[config.mk]
export PLATFORM = sky130hd
export DESIGN_NAME = luma_contrast_stretch
export DESIGN_NICKNAME = d
export VERILOG_FILES = /design/src/design/lcs_pkg.sv /design/src/design/lcs_front.sv /design/src/design/lcs_queue.sv /design/src/design/lcs_back.sv /design/src/design/luma_contrast_stretch.sv
export SDC_FILE = /design/constraint.sdc
export NUM_CORES = 2
export LEC_CHECK = 0
export CORE_MARGIN = 2
export CORE_UTILIZATION = 50
export DETAILED_ROUTE_END_ITERATION = 8
export DONT_BUFFER_PORTS = 1
export MAX_ROUTING_LAYER = met4
export SLEW_MARGIN = 20
export SYNTH_ARGS = -nofsm -noshare
export SYNTH_HDL_FRONTEND = slang
export SYNTH_SLANG_ARGS = --single-unit
[constraint.sdc]
create_clock -name clock -period 8.9 [get_ports clock]
set_input_delay 0.89 -clock clock [delete_from_list [all_inputs] [get_ports clock]]
set_output_delay 0.89 -clock clock [all_outputs]
set_load 0.02 [all_outputs]
[src/design/lcs_pkg.sv]
package lcs_pkg;

   // pixel channel width; every datapath width below follows from it (4 to 16)
   localparam int CHAN_BITS = 8;
   localparam int LANES = 3;
   localparam int SUM_BITS = CHAN_BITS + 2;
   localparam int PROD_BITS = CHAN_BITS + SUM_BITS;
   localparam int NUM_BITS = PROD_BITS + SUM_BITS;
   localparam int DEN_BITS = 2 * SUM_BITS;
   localparam int STEP_BITS = $clog2(CHAN_BITS);

   // queue depth must stay a power of two (pointers wrap by overflow)
   localparam int QUEUE_DEPTH = 2;
   localparam int QPTR_BITS = (QUEUE_DEPTH > 1) ? $clog2(QUEUE_DEPTH) : 1;
   localparam int QCNT_BITS = $clog2(QUEUE_DEPTH + 1);

   // 3 * channel max: reset value of the darkest sum and the stretch scale
   localparam logic [SUM_BITS-1:0] SUM_RESET = SUM_BITS'(3 * ((1 << CHAN_BITS) - 1));
   localparam logic [SUM_BITS-1:0] SCALE = SUM_RESET;
   localparam logic [STEP_BITS-1:0] LAST_STEP = STEP_BITS'(CHAN_BITS - 1);

   localparam logic ACT_MEASURE = 1'b0;
   localparam logic ACT_APPLY = 1'b1;

   typedef logic [CHAN_BITS-1:0] chan_type;
   typedef logic [SUM_BITS-1:0] sum_type;

   typedef struct packed {
      logic     action;
      logic     first;
      chan_type red_in;
      chan_type green_in;
      chan_type blue_in;
   } pixel_req_type;

   typedef struct packed {
      chan_type red_out;
      chan_type green_out;
      chan_type blue_out;
   } pixel_rsp_type;

   typedef enum logic [1:0] {
      KIND_ZERO,
      KIND_PASS,
      KIND_STRETCH
   } job_kind_type;

   // lane 2 red, lane 1 green, lane 0 blue
   typedef struct packed {
      job_kind_type               kind;
      chan_type [LANES-1:0]       chan;
      sum_type                    sum;
      sum_type                    lift;
      sum_type                    span;
   } job_type;

   typedef struct packed {
      logic full;
      logic not_empty;
   } queue_status_type;

   typedef enum logic [2:0] {
      BK_IDLE,
      BK_MUL,
      BK_SCALE,
      BK_SAT,
      BK_DIV,
      BK_DONE
   } back_state_type;

endpackage

[src/design/lcs_front.sv]
module lcs_front
   import lcs_pkg::*;
(
   input  logic             clock,
   input  logic             reset,
   input  logic             req_valid,
   input  pixel_req_type    req_data,
   output logic             req_stall,
   input  queue_status_type q_status,
   output logic             push_valid,
   output job_type          push_job
);

   sum_type darkest_ff, darkest_in;
   sum_type brightest_ff, brightest_in;
   sum_type pix_sum, base_dark, base_bright;
   logic    accept;

   always_comb begin
      pix_sum = SUM_BITS'(req_data.red_in) + SUM_BITS'(req_data.green_in)
              + SUM_BITS'(req_data.blue_in);
      // only apply beats need a queue slot
      req_stall = q_status.full && (req_data.action == ACT_APPLY);
      accept = req_valid && !req_stall;

      base_dark = req_data.first ? SUM_RESET : darkest_ff;
      base_bright = req_data.first ? '0 : brightest_ff;
      darkest_in = darkest_ff;
      brightest_in = brightest_ff;
      if (accept && (req_data.action == ACT_MEASURE)) begin
         darkest_in = (pix_sum < base_dark) ? pix_sum : base_dark;
         brightest_in = (pix_sum > base_bright) ? pix_sum : base_bright;
      end

      push_valid = accept && (req_data.action == ACT_APPLY);
      push_job.chan = {req_data.red_in, req_data.green_in, req_data.blue_in};
      push_job.sum = pix_sum;
      push_job.lift = pix_sum - darkest_ff;
      push_job.span = brightest_ff - darkest_ff;
      priority if (pix_sum == '0) begin
         push_job.kind = KIND_ZERO;
      end else if (brightest_ff <= darkest_ff) begin
         push_job.kind = KIND_PASS;
      end else if (pix_sum < darkest_ff) begin
         push_job.kind = KIND_ZERO;
      end else begin
         push_job.kind = KIND_STRETCH;
      end
   end

   always_ff @(posedge clock) begin
      if (reset) begin
         darkest_ff <= SUM_RESET;
         brightest_ff <= '0;
      end else begin
         darkest_ff <= darkest_in;
         brightest_ff <= brightest_in;
      end
   end

endmodule

[src/design/lcs_queue.sv]
module lcs_queue
   import lcs_pkg::*;
(
   input  logic             clock,
   input  logic             reset,
   input  logic             push_valid,
   input  job_type          push_job,
   input  logic             pop,
   output job_type          head_job,
   output queue_status_type q_status
);

   job_type                slot_ff [QUEUE_DEPTH];
   logic [QPTR_BITS-1:0]   wr_ptr_ff, wr_ptr_in;
   logic [QPTR_BITS-1:0]   rd_ptr_ff, rd_ptr_in;
   logic [QCNT_BITS-1:0]   count_ff, count_in;
   logic                   do_push, do_pop;

   always_comb begin
      q_status.full = (count_ff == QCNT_BITS'(QUEUE_DEPTH));
      q_status.not_empty = (count_ff != '0);
      do_push = push_valid && !q_status.full;
      do_pop = pop && q_status.not_empty;
      head_job = slot_ff[rd_ptr_ff];

      wr_ptr_in = do_push ? QPTR_BITS'(wr_ptr_ff + 1'b1) : wr_ptr_ff;
      rd_ptr_in = do_pop ? QPTR_BITS'(rd_ptr_ff + 1'b1) : rd_ptr_ff;
      count_in = count_ff;
      if (do_push && !do_pop) begin
         count_in = QCNT_BITS'(count_ff + 1'b1);
      end else if (do_pop && !do_push) begin
         count_in = QCNT_BITS'(count_ff - 1'b1);
      end
   end

   always_ff @(posedge clock) begin
      if (do_push) begin
         slot_ff[wr_ptr_ff] <= push_job;
      end
   end

   always_ff @(posedge clock) begin
      if (reset) begin
         wr_ptr_ff <= '0;
         rd_ptr_ff <= '0;
         count_ff <= '0;
      end else begin
         wr_ptr_ff <= wr_ptr_in;
         rd_ptr_ff <= rd_ptr_in;
         count_ff <= count_in;
      end
   end

endmodule

[src/design/lcs_back.sv]
module lcs_back
   import lcs_pkg::*;
(
   input  logic             clock,
   input  logic             reset,
   input  queue_status_type q_status,
   input  job_type          head_job,
   output logic             pop,
   output logic             rsp_valid,
   input  logic             rsp_stall,
   output pixel_rsp_type    rsp_data
);

   back_state_type          state_ff, state_in;
   chan_type                chan_ff [LANES];
   sum_type                 sum_ff, lift_ff, span_ff;
   logic [PROD_BITS-1:0]    prod_ff [LANES];
   logic [DEN_BITS-1:0]     den_ff;
   logic [NUM_BITS-1:0]     rem_ff [LANES];
   logic [NUM_BITS-1:0]     dsr_ff;
   chan_type                q_ff [LANES];
   logic [LANES-1:0]        sat_ff;
   logic [STEP_BITS-1:0]    step_ff;
   logic [LANES-1:0]        fits;
   logic                    out_load;
   logic                    rsp_valid_ff;
   pixel_rsp_type           rsp_data_ff;

   // next state
   always_comb begin
      state_in = state_ff;
      unique case (state_ff)
         BK_IDLE: begin
            if (q_status.not_empty) begin
               state_in = (head_job.kind == KIND_STRETCH) ? BK_MUL : BK_DONE;
            end
         end
         BK_MUL:   state_in = BK_SCALE;
         BK_SCALE: state_in = BK_SAT;
         BK_SAT:   state_in = BK_DIV;
         BK_DIV: begin
            if (step_ff == '0) begin
               state_in = BK_DONE;
            end
         end
         BK_DONE: begin
            if (!rsp_valid_ff || !rsp_stall) begin
               state_in = BK_IDLE;
            end
         end
         default: state_in = BK_IDLE;
      endcase
   end

   // control outputs
   always_comb begin
      pop = (state_ff == BK_IDLE) && q_status.not_empty;
      out_load = (state_ff == BK_DONE) && (!rsp_valid_ff || !rsp_stall);
      for (int i = 0; i < LANES; i++) begin
         fits[i] = (rem_ff[i] >= dsr_ff);
      end
   end

   always_ff @(posedge clock) begin
      if (reset) begin
         state_ff <= BK_IDLE;
      end else begin
         state_ff <= state_in;
      end
   end

   // datapath: three channel lanes share one divisor
   always_ff @(posedge clock) begin
      unique case (state_ff)
         BK_IDLE: begin
            if (pop) begin
               for (int i = 0; i < LANES; i++) begin
                  chan_ff[i] <= head_job.chan[i];
                  q_ff[i] <= (head_job.kind == KIND_PASS) ? head_job.chan[i] : '0;
               end
               sat_ff <= '0;
               sum_ff <= head_job.sum;
               lift_ff <= head_job.lift;
               span_ff <= head_job.span;
            end
         end
         BK_MUL: begin
            for (int i = 0; i < LANES; i++) begin
               prod_ff[i] <= PROD_BITS'(chan_ff[i]) * PROD_BITS'(lift_ff);
            end
            den_ff <= DEN_BITS'(sum_ff) * DEN_BITS'(span_ff);
         end
         BK_SCALE: begin
            for (int i = 0; i < LANES; i++) begin
               rem_ff[i] <= NUM_BITS'(prod_ff[i]) * NUM_BITS'(SCALE);
            end
            dsr_ff <= NUM_BITS'(den_ff) << (CHAN_BITS - 1);
            step_ff <= LAST_STEP;
         end
         BK_SAT: begin
            // quotient of 2^CHAN_BITS or more saturates
            for (int i = 0; i < LANES; i++) begin
               sat_ff[i] <= ({1'b0, rem_ff[i]} >= {dsr_ff, 1'b0});
            end
         end
         BK_DIV: begin
            for (int i = 0; i < LANES; i++) begin
               if (fits[i]) begin
                  rem_ff[i] <= rem_ff[i] - dsr_ff;
               end
               q_ff[i] <= {q_ff[i][CHAN_BITS-2:0], fits[i]};
            end
            dsr_ff <= dsr_ff >> 1;
            step_ff <= step_ff - 1'b1;
         end
         BK_DONE: begin
         end
         default: begin
         end
      endcase
   end

   always_ff @(posedge clock) begin
      if (reset) begin
         rsp_valid_ff <= 1'b0;
      end else if (out_load) begin
         rsp_valid_ff <= 1'b1;
      end else if (!rsp_stall) begin
         rsp_valid_ff <= 1'b0;
      end
   end

   always_ff @(posedge clock) begin
      if (out_load) begin
         rsp_data_ff.red_out <= sat_ff[2] ? '1 : q_ff[2];
         rsp_data_ff.green_out <= sat_ff[1] ? '1 : q_ff[1];
         rsp_data_ff.blue_out <= sat_ff[0] ? '1 : q_ff[0];
      end
   end

   assign rsp_valid = rsp_valid_ff;
   assign rsp_data = rsp_data_ff;

endmodule

[src/design/luma_contrast_stretch.sv]
// measure beats: taken one per cycle unless an apply beat is blocked on a full queue
// apply beats: black or flat-range pixels go through the queue, the back end's IDLE and
//   DONE states and the output register; stretched pixels also pass MUL, SCALE, SAT and DIV
// back end takes one pixel at a time, popping the next only in IDLE; the restoring
//   divider yields one quotient bit per cycle per lane; black or flat pixels skip it
// reset: synchronous; extremes go to 3 * channel max and 0, queue and result empty
module luma_contrast_stretch
   import lcs_pkg::*;
(
   input  logic          clock,
   input  logic          reset,
   input  logic          req_valid,
   output logic          req_stall,
   input  pixel_req_type req_data,
   output logic          rsp_valid,
   input  logic          rsp_stall,
   output pixel_rsp_type rsp_data
);

   // front to queue
   logic             push_valid;
   job_type          push_job;
   // queue to back
   job_type          head_job;
   logic             pop;
   queue_status_type q_status;

   // front: tracks the running min/max sum on measure beats, classifies apply beats
   // (black, flat range, below minimum, stretch) against the extremes seen so far
   lcs_front u_front (
      .clock      (clock),
      .reset      (reset),
      .req_valid  (req_valid),
      .req_data   (req_data),
      .req_stall  (req_stall),
      .q_status   (q_status),
      .push_valid (push_valid),
      .push_job   (push_job)
   );

   // short queue decouples classification from the divider
   lcs_queue u_queue (
      .clock      (clock),
      .reset      (reset),
      .push_valid (push_valid),
      .push_job   (push_job),
      .pop        (pop),
      .head_job   (head_job),
      .q_status   (q_status)
   );

   // back: for stretch jobs multiply, scale by 3 * max, check saturation, then one
   // shared-divisor restoring divide per channel lane; results are held in the output register
   lcs_back u_back (
      .clock     (clock),
      .reset     (reset),
      .q_status  (q_status),
      .head_job  (head_job),
      .pop       (pop),
      .rsp_valid (rsp_valid),
      .rsp_stall (rsp_stall),
      .rsp_data  (rsp_data)
   );

   // front never pushes into a full queue
   assert property (@(posedge clock) disable iff (reset)
      q_status.full |-> !push_valid)
      else $error("push into full queue");

   // back never pops an empty queue
   assert property (@(posedge clock) disable iff (reset)
      pop |-> q_status.not_empty)
      else $error("pop from empty queue");

   // a measure beat never turns into a job
   assert property (@(posedge clock) disable iff (reset)
      (req_valid && !req_stall && (req_data.action == ACT_MEASURE)) |-> !push_valid)
      else $error("measure beat queued");

   // result register comes out of reset empty
   assert property (@(posedge clock) disable iff (reset)
      $past(reset) |-> !rsp_valid)
      else $error("result valid right after reset");

endmodule

==> results.rst <==
.. list-table::
   :header-rows: 1

   * - Metric
     - Value
   * - Post-Synthesis Cell Area
     - 0.0471 mm2
   * - Total area of sequential cells
     - 0.0127 mm2
   * - Synthesis-stage register bit count
     - 434
   * - Vias
     - 31528
   * - Result of the run
     - completed
   * - Number of DRC markers in iteration 0
     - 1885
   * - Remaining design rule violation count
     - 0
   * - Number of synthesis warnings
     - 0
   * - Count of flip-flops with a built-in enable after synthesis
     - 405
   * - Share of flip-flops with an asynchronous set or reset after synthesis
     - 0%
   * - Count of mapped cells out of synthesis
     - 4570
   * - Number of setup violations in the final report
     - 0
   * - Number of nets in the finished design
     - 5715
   * - Setup TNS after final layout
     - 0 ns
   * - Maximum buffer depth of the clock tree
     - 3
   * - Total congestion overflow after global routing
     - 0
   * - ANT nets after route
     - 0
   * - Sequential fraction of the synthesis area
     - 27.1%
   * - Cells on worst reg2reg path
     - 19
   * - Post-synthesis net count
     - 5734
   * - Cell-by-cell listing of the critical path
     - inv_1 > fa_1 > fa_1 > inv_1 > fa_1 > fa_1 > inv_1 > fa_1 > inv_1 > ha_1 > and3_1 > a221oi_1 > nor3_1 > o41a_1 > o21ai_0 > a21o_1 > nor3_1 > a311oi_1 > mux2i_1
   * - Hold Fails Final Rpt
     - 0
   * - Final weighted congestion in routability-driven placement
     - 0.885
   * - Cell type of the slowest stage on the worst timing path
     - sky130_fd_sc_hd__fa_1
   * - Site Rows
     - 112
   * - Area growth syn-to-layout
     - 6.82%
   * - Max-slew headroom
     - 37.7%
   * - Setup fix buffers added after clock tree synthesis
     - 0
   * - Critical path data arrival time
     - ~6.4 ns
   * - Clock sinks
     - 434
   * - Synth area leader
     - sky130_fd_sc_hd__edfxtp_1
   * - Pin count of the biggest net entering global routing
     - 70
   * - Total wirelength of the detailed-routed design
     - 109000 um
   * - Largest driver fanout on the critical path
     - 7
   * - Count of cells along the worst hold path
     - 1
   * - Clock insertion delay at the later pin of the skew report
     - 0.65 ns
   * - Worst-Margin Slew
     - approximately 0.93 ns
   * - Total core area
     - 0.0933 mm2
   * - Number of CTS-inserted buffers
     - 52
   * - Commonest cells in the synthesized netlist
     - 857 x sky130_fd_sc_hd__inv_1, 646 x sky130_fd_sc_hd__ha_1, 488 x sky130_fd_sc_hd__fa_1
   * - Final Slew Violations
     - 0
   * - Final cycle utilization of the critical path
     - about two thirds
   * - H-tree depth
     - 2
   * - Clock slew at reported path FFs
     - 0.06 ns
   * - Category of the worst setup path launch point
     - register
   * - Unrepaired setup endpoints after global routing
     - no
   * - CP dominant cell by count
     - sky130_fd_sc_hd__fa_1
   * - Sort of element at the end of the critical path
     - register
   * - Total global-route track usage
     - 23.8%
   * - Timing-limited maximum frequency
     - 0.166 GHz
   * - Average via count per standard cell
     - 5.39
   * - Library cell used as clock root buffer
     - sky130_fd_sc_hd__clkbuf_16
   * - Global-route wire length before repair
     - 178000 um
   * - Final critical path time including I/O delays and setup
     - a little over 6 ns
   * - Final routed wire length divided by cell count
     - 18.6 um
   * - Area used by multi-input combinational logic
     - 0.0307 mm2
   * - Worst min-delay path class
     - input port to register
   * - Setup skew after layout
     - 0.0485 ns
   * - Filler instances
     - 8432
   * - Most instantiated library cell after synthesis
     - sky130_fd_sc_hd__inv_1
   * - Number of optimization iterations in the first detailed-route pass
     - 5
   * - Count of boundary I/O pins
     - 56
   * - Vias in the first global route
     - 32432
   * - Die Y-Extent
     - 311 um
   * - Hold Buf Count CTS
     - 0
   * - Quantity of gates resized following cts
     - 0
   * - Starting density of the core
     - 50.4%
   * - Post-synth top area share
     - roughly 26%
   * - Cell variety after synth
     - 79
   * - Die area
     - 0.0966 mm2
   * - Die X
     - 311 um
   * - Initial antenna violation count
     - 1
   * - Longest individual stage delay on the worst path
     - 0.54 ns
   * - Average cell area after synthesis
     - 10.3 um2
   * - Largest cells by area after synthesis
     - sky130_fd_sc_hd__edfxtp_1 26%, sky130_fd_sc_hd__fa_1 21%, sky130_fd_sc_hd__ha_1 17%
   * - Data required time of the critical path
     - 9.25 ns
   * - Placed wire-length estimate after detailed placement
     - about 85000 um
   * - Max Cap Violations
     - 0
   * - Top_reg_cell synth
     - sky130_fd_sc_hd__edfxtp_1
   * - CTS tree
     - done
   * - Share of layout cells above drive strength 1
     - 5.23%
   * - Type of the worst setup path
     - register to register
   * - Count of buffers from port buffering
     - 0
cell usage in the layout, fill, tap and decap left out, drive strengths merged, types with 9 or more instances in the layout:
cell type,instances
mux2i,71
o31ai,10
xnor2,136
clkinv,30
mux2,67
xor2,85
or3,13
nor2b,39
o21a,26
nand3,42
nand2,328
or2,29
nor3,43
a221oi,9
nand4,34
a21o,92
and3,12
a31o,24
a22oi,11
clkbuf,55
a21oi,199
fa,488
edfxtp,405
a31oi,13
ha,646
a211oi,23
o21bai,40
nor4,9
dfxtp,29
and2,187
nand2b,48
nor2,173
inv,859
o21ai,156
buf,33
a21boi,17
worst max-delay path, delay by kind of cell, from the launching register on:
kind | cells | cell delay [ns]
adders and majority gates | 6 | 2.79
muxes | 1 | 0.12
and+or+nand+nor | 3 | 0.38
AOI/OAI and AO/OA | 5 | 1.64
buffers and inverters | 4 | 0.31
DFF | 1 | 0.52
layout make-up:
type	count	share of cell area, %
Sequential cell	434	25.4
Clock inverter	41	0.956
Multi-Input combinational cell	3173	61.1
Timing Repair Buffer	33	0.493
Clock buffer	55	2.61
Antenna cell	1	0.00498
Inverter	857	6.40
Tap cell	1254	3.12
kinds of logic (layout without fill, tap and decap cells):
logic type / after synthesis / count (layout) / synth area share [%]
xor gates and xnor gates: 221 / 221 / 4.11
muxes: 138 / 138 / 3.11
buffers and inverters: 963 / 986 / 7.80
and+or+nand+nor: 984 / 984 / 10.3
other: 0 / 1 / 0
adders and majority gates: 1134 / 1134 / 37.9
AOI/OAI and AO/OA: 696 / 696 / 9.63
DFF: 434 / 434 / 27.1
final timing paths:
| kind | start | to | slack (ns) |
|---|---|---|---|
| worst min-delay path | reset | u_queue.count_ff[1]$_SDFFE_PP0P_ | 0.32 |
| worst max-delay path | u_back.prod_ff[0][22]$_DFFE_PP_ | u_back.rem_ff[0][52]$_DFFE_PP_ | 2.86 |
| worst min register to register | u_back.q_ff[0][15]$_DFFE_PP_ | u_back.rsp_data[15]$_SDFFCE_PP1P_ | 0.50 |
| worst max register to register | u_back.prod_ff[0][22]$_DFFE_PP_ | u_back.rem_ff[0][52]$_DFFE_PP_ | 2.86 |
metal layers:
layer / track usage [%] / vias to the layer above / wire length [um]
met3: 3.39 / 136 / 5040
met4: 5.58 / 0 / 2640
met1: 32.4 / 15606 / 50800
met5: - / - / 0
li1: - / 15208 / -
met2: 37.8 / 578 / 50600
metrics by stage:
stage | hold slack [ns] | instances | util, % | cell area, um2 | worst slack [ns]
3_5_place_dp | 0.496 | 5751 | 51.9 | 48500 | 2.91
5_1_grt | 0.283 | 5847 | 53.8 | 50300 | 2.40
2_1_floorplan | 0.472 | 4570 | - | 47100 | 3.35
3_3_place_gp | 0.488 | 5751 | 51.9 | 48500 | 2.99
4_1_cts | 0.273 | 5847 | 53.8 | 50300 | 2.87
6_report | 0.317 | 5848 | 53.9 | 50300 | 2.86
sequential cells by signal, summed over array words and instances, names as in the netlist, 20 cells and up, named ones only:
register / cells
u_back.chan_ff: 24
u_back.den_ff: 20
u_back.dsr_ff: 27
u_back.prod_ff: 54
u_back.q_ff: 24
u_back.rem_ff: 84
u_back.rsp_data: 24
u_queue.slot_ff: 112
Power is left out: the tool's default activity adds up to more than one toggle a clock period on the data nets, which glitch-free logic cannot reach.
